--- config.mk ---
export PLATFORM = sky130hd
export DESIGN_NAME = tcw_fifo
export DESIGN_NICKNAME = d
export VERILOG_FILES = /design/src/rtl/tcw_pkg.sv /design/src/rtl/tcw_fifo.sv
export SDC_FILE = /design/constraint.sdc
export NUM_CORES = 1
export LEC_CHECK = 0
export BUFFER_PORTS_ARGS = -buffer_cell sky130_fd_sc_hd__buf_2
export CAP_MARGIN = 20
export CORE_MARGIN = 2
export CORE_UTILIZATION = 40
export DETAILED_ROUTE_END_ITERATION = 12
export PLACE_DENSITY = 0.69
export REMOVE_ABC_BUFFERS = 1
export SLEW_MARGIN = 40
export SYNTH_ARGS = -nofsm -noshare
export SYNTH_HDL_FRONTEND = slang
export SYNTH_SLANG_ARGS = --single-unit
--- constraint.sdc ---
create_clock -name clk -period 3.28 [get_ports clk]
set_input_delay 0.328 -clock clk [delete_from_list [all_inputs] [get_ports clk]]
set_output_delay 0.328 -clock clk [all_outputs]
set_load 0.01 [all_outputs]
--- src/rtl/tcw_pkg.sv ---
`default_nettype none

package tcw_pkg;

    localparam int COLUMNS_DEF = 80;
    localparam int ROWS_DEF = 25;

    localparam logic [7:0] CHAR_NEWLINE = 8'h0A;
    localparam logic [15:0] BLANK_CELL = 16'h0720;

    localparam logic [1:0] REQ_WRITE = 2'd0;
    localparam logic [1:0] REQ_CLEAR = 2'd1;
    localparam logic [1:0] REQ_READ = 2'd2;

    localparam int CFG_IDX_W = 1;
    localparam int CFG_DATA_W = 4;
    localparam logic [CFG_IDX_W-1:0] REG_TEXT_COLOR = 1'd0;
    localparam logic [CFG_IDX_W-1:0] REG_BACK_COLOR = 1'd1;
    localparam logic [3:0] TEXT_COLOR_RESET = 4'd7;
    localparam logic [3:0] BACK_COLOR_RESET = 4'd0;

    // Command queue between the front and back parts; depth is a power of two.
    localparam int QDEPTH = 2;
    localparam int QPTR_W = $clog2(QDEPTH);
    localparam int QCNT_W = $clog2(QDEPTH + 1);

    typedef struct packed {
        logic [1:0]  req_type;
        logic [7:0]  char_code;
        logic [10:0] cell_index;
    } in_item_t;

    typedef struct packed {
        logic [6:0]  cursor_col;
        logic [4:0]  cursor_row;
        logic [10:0] cursor_pos;
        logic [15:0] cell_data;
        logic        scrolled;
    } out_item_t;

    typedef enum logic [2:0] {
        OP_WRITE,
        OP_NEWLINE,
        OP_CLEAR,
        OP_READ,
        OP_NOP
    } op_t;

    typedef struct packed {
        op_t         op;
        logic [7:0]  ch;
        logic [10:0] idx;
    } cmd_t;

    typedef enum logic [2:0] {
        ST_INIT,
        ST_IDLE,
        ST_READ_WAIT,
        ST_CLEAR,
        ST_SCROLL_COPY,
        ST_SCROLL_BLANK,
        ST_SCROLL_END
    } state_t;

endpackage

`default_nettype wire

--- src/rtl/tcw_fifo.sv ---
`default_nettype none

module tcw_fifo
    import tcw_pkg::*;
(
    input  wire logic clk,
    input  wire logic rst_n,
    input  wire logic wr_en,
    input  wire cmd_t wr_data,
    output logic      full,
    input  wire logic rd_en,
    output cmd_t      rd_data,
    output logic      valid
);

    cmd_t cmd_mem [QDEPTH];
    logic [QPTR_W-1:0] wr_ptr_reg;
    logic [QPTR_W-1:0] rd_ptr_reg;
    logic [QCNT_W-1:0] count_reg;

    always_ff @(posedge clk)
    begin
        if (wr_en)
        begin
            cmd_mem[wr_ptr_reg] <= wr_data;
        end
    end

    always_ff @(posedge clk or negedge rst_n)
    begin
        if (!rst_n)
        begin
            wr_ptr_reg <= '0;
            rd_ptr_reg <= '0;
            count_reg <= '0;
        end
        else
        begin
            if (wr_en)
            begin
                wr_ptr_reg <= wr_ptr_reg + QPTR_W'(1);
            end
            if (rd_en)
            begin
                rd_ptr_reg <= rd_ptr_reg + QPTR_W'(1);
            end
            if (wr_en && !rd_en)
            begin
                count_reg <= count_reg + QCNT_W'(1);
            end
            else if (rd_en && !wr_en)
            begin
                count_reg <= count_reg - QCNT_W'(1);
            end
        end
    end

    assign rd_data = cmd_mem[rd_ptr_reg];
    assign valid = (count_reg != '0);
    assign full = (count_reg == QCNT_W'(QDEPTH));

endmodule

`default_nettype wire

Word level (Yosys, flattened, before mapping)
Memories as Yosys holds them, arrays and structs flattened.
Index checks and enable logic that the tools add are counted.
{"block": "op_classes", "addsub": 4, "eq_ne": 1, "muxes": 4, "n_reduce_logical": 6}
{"cell": "$mux W2", "count": 2}
{"cell": "$reduce_bool A2 Y1", "count": 2}
{"cell": "$add A1 B1 Y1 const B", "count": 2}
{"cell": "$add A2 B1 Y2 const B", "count": 1}
{"cell": "$eq A2 B2 Y1 const B", "count": 1}
{"cell": "$logic_and A1 B1 Y1", "count": 2}
{"cell": "$logic_not A1 Y1", "count": 2}
{"cell": "$mux W1", "count": 2}
{"cell": "$sub A2 B1 Y2 const B", "count": 1}
{"block": "totals", "mem_bits_rw": 44, "n_memories": 1, "elab_cells": 19, "output_inout_bits": 24, "inputBits": 26, "register_bits": 4}
{"name": "cmd_mem", "depth": 2, "width": 22, "read_ports": 1, "rd_clocked_by_memory_dff": 0, "write_ports": 1, "line_no": "tcw_fifo.sv:16", "source": "cmd_t cmd_mem [QDEPTH];"}

Logic depth before layout (Yosys ltp)
{"block": "depth", "depth_word": 4, "mapped_depth": 5, "depth_no_buf": 5}

Worst setup path before layout
Ideal clock, no wire load.
{"block": "synth_path", "path_kind": "reg-to-reg", "startpoint": "reg wr_ptr_reg", "endpoint": "mem cmd_mem[0][0] (netlist bit) (enable)", "arrival_ns": 1.403, "stages_incl_launch_ff": 2, "setup_ns": 0.403, "required_time_ns": 2.877, "period_less_slack_ns": 1.806, "n_path_buf": 0, "slack_ns": 1.474, "cell_sequence": "dfrtp_1 nor2b_1"}
{"item": "start, declared", "line_no": "tcw_fifo.sv:17", "source": "logic [QPTR_W-1:0] wr_ptr_reg;"}
{"item": "start signal, assigned", "line_no": "tcw_fifo.sv:41", "source": "wr_ptr_reg <= wr_ptr_reg + QPTR_W'(1);"}
{"item": "end, declared", "line_no": "tcw_fifo.sv:16"}
Straight into the memory's write port.

==> flow_metrics.py <==
metrics = {
    "timing": {
        "rsz0062_at_grt": "no",
        "hold_slack_ps": 217.4,
        "period_share": 0.5718,
        "clock_skew_ps": 2.907,
        "setup_viol": 0,
        "slew_violations": 0,
        "slew_headroom": 0.6437,
        "finalSetupTns_ps": 0,
        "clock.fmax_ghz": 0.5332,
        "final-hold-violation-count": 0,
        "tightest_slew_ps": 534.5,
        "period_needed_ps": 1875,
        "timing.final.ws_setup_ps": 1405,
    },
    "global_routing": {
        "antenna_found_initial": 0,
        "track_usage": 0.1229,
        "grt_pass1_wl_mm": 4.498,
        "grt_max_degree": 24,
        "grt_pass1_vias": 929,
        "overflow": 0,
    },
    "route": {
        "drc": 0,
        "routedWlPerCell_um": 14.96,
        "wirelength_mm": 2.887,
        "drt_pass1_iterations": 4,
        "num_vias": 910,
        "ant_nets": 0,
        "drt_iter0_markers": 28,
        "vias_per_cell": 4.715,
    },
    "setup_path": {
        "r2r_cells": 2,
        "worstPathRequired_ps": 2950,
        "critPathCaptureType": "output port",
        "start_kind": "flip-flop",
        "path_class": "reg -> out",
        "path_max_fanout": 23,
        "cp.arrival_ps": 1550,
    },
    "clock_tree": {
        "cts_resized": 0,
        "cts_tree": "built",
        "cts-buffers-inserted": 5,
        "clock_latency_ps": 290,
        "root_buffer": "clkbuf_8",
        "cts.reportedPaths.clkPinSlew_ps": 80,
        "clockBufferDepth": 2,
        "cts.sink_count": 48,
        "h-tree-depth": 2,
    },
    "floorplanning": {
        "rows": 24,
        "die_y_um": 70.72,
        "io_pins": 50,
        "start_util": 0.4117,
        "core_area_um2": 4324,
        "dieArea_um2": 5001,
        "fp.dieW_um": 70.72,
    },
    "yosys": {
        "yosys.area_share.adder": 0.007027,
        "yosys_warnings": 0,
        "synthMuxAreaShare": 0.1391,
        "yosysUniqueCellTypes": 12,
        "synth_cells": 84,
        "synth_compound_area_frac": 0,
        "synth-seq-cells": 48,
        "synth-xor-area-share": 0.02460,
        "syn_area_um2": 1780,
        "synth_top_family_by_area": "multiplexers",
        "synth-simple-area-share": 0.01616,
        "syn_avg_cell_area_um2": 21.20,
        "ys_seq_area_frac": 0.7983,
    },
    "final_layout": {
        "fin_util": 0.5043,
        "multi_input_area_um2": 336.6,
        "diodes": 0,
        "largest_reg_flops": 44,
        "n_fill_cell": 391,
        "final_cells": 193,
        "drive_gt1_frac": 0.5816,
        "stdcell_area_um2": 2181,
        "register_area_um2": 1423,
        "area_growth_pct": 22.49,
        "nets": 167,
    },
    "power": {
        "ir_drop_uv": 440.3,
        "power_mw": 1.731,
        "powerDensity_nw_per_um2": 793.9,
        "p_leak_nw": 0.8393,
    },
    "place": {
        "hpwlAfterDp_mm": 2.015,
        "dp_slack_ps": 1707,
        "gp_congestion": 0.6498,
        "port_buffers": 49,
        "placed_cell_area_um2": 2081,
        "placed_cells": 184,
    },
    "run_status": {
        "status": "complete, no violations",
    },
    "worst_hold_path": {
        "hold-path-cell-count": 1,
        "min_path_type": "in -> reg",
    },
    "flow_run": {
        "drv_cap": 0,
    },
}
[worst max-delay path, cell delays in order (launching register included)]
cell and delay [ps]:
dfrtp_2 710, mux2_2 400, buf_2 140
[kinds of logic (layout without fill, tap and decap cells)]
group	Yosys count	count (layout)
buffers and inverters	3	60
AND/OR/NAND/NOR	5	5
flip-flops	48	48
multiplexers	22	22
XOR/XNOR	5	5
adder cells (fa/ha/maj)	1	1
[layout make-up]
class,count,share of cell area
clock buffer,8,0.04131
inverter,1,0.001721
multi-input combinational,33,0.1543
sequential,48,0.6523
tap,52,0.02983
timing repair buffer,51,0.1205
[power breakdown]
part / switching [mW] / total [mW] / internal [mW]
sequential: 0.0971 / 0.916 / 0.818
combinational: 0.220 / 0.468 / 0.248
clock: 0.176 / 0.348 / 0.172
total: 0.493 / 1.73 / 1.24
[final timing paths]
path	start	to	slack [ps]
hold reg to reg	wr_ptr_reg	wr_ptr_reg	500
setup / recovery	rd_ptr_reg	rd_data[7]	1400
setup reg to reg	wr_ptr_reg	cmd_mem[0][6]	1820
hold / removal	wr_data[8]	cmd_mem[1][8]	220
min in group asynchronous	rst_n	count_reg[0]	380
max in group asynchronous	rst_n	rd_ptr_reg	2770
[Yosys cell counts]
| master | number | share of area |
|---|---|---|
| edfxtp_1 | 44 | 0.74 |
| mux2_2 | 22 | 0.14 |
| dfrtp_1 | 4 | 0.056 |
| xor2_1 | 4 | 0.020 |
| buf_6 | 2 | 0.013 |
| nor2b_1 | 2 | 0.0070 |
| and2_1 | 1 | 0.0035 |
| ha_1 | 1 | 0.0070 |
| inv_1 | 1 | 0.0021 |
| nor2_1 | 1 | 0.0021 |
| or2_2 | 1 | 0.0035 |
| xnor2_1 | 1 | 0.0049 |
[cells in the final DEF, fill, tap and decap left out]
master and n:
and2_2 1, buf_2 49, buf_4 1, clkbuf_1 2, clkbuf_8 6, dfrtp_1 3
dfrtp_2 1, dlygate4sd3_1 1, edfxtp_1 44, ha_1 1, inv_1 1, mux2_2 22
nor2_1 1, nor2b_1 1, nor2b_2 1, or2_2 1, xnor2_1 1, xor2_1 4
[metal layers]
layer / track usage / wire length, um
met3: 0.05128 / 189
met4: 0.05031 / 56
met2: 0.2129 / 1508
met1: 0.1329 / 1133
met5: 0 / 0
[timing repair]
item,4_1_cts,5_1_grt
hold endpoints to repair,4,0
hold buffers,1,0
buffers inserted,0,0
(Power assumes the default switching activity.)
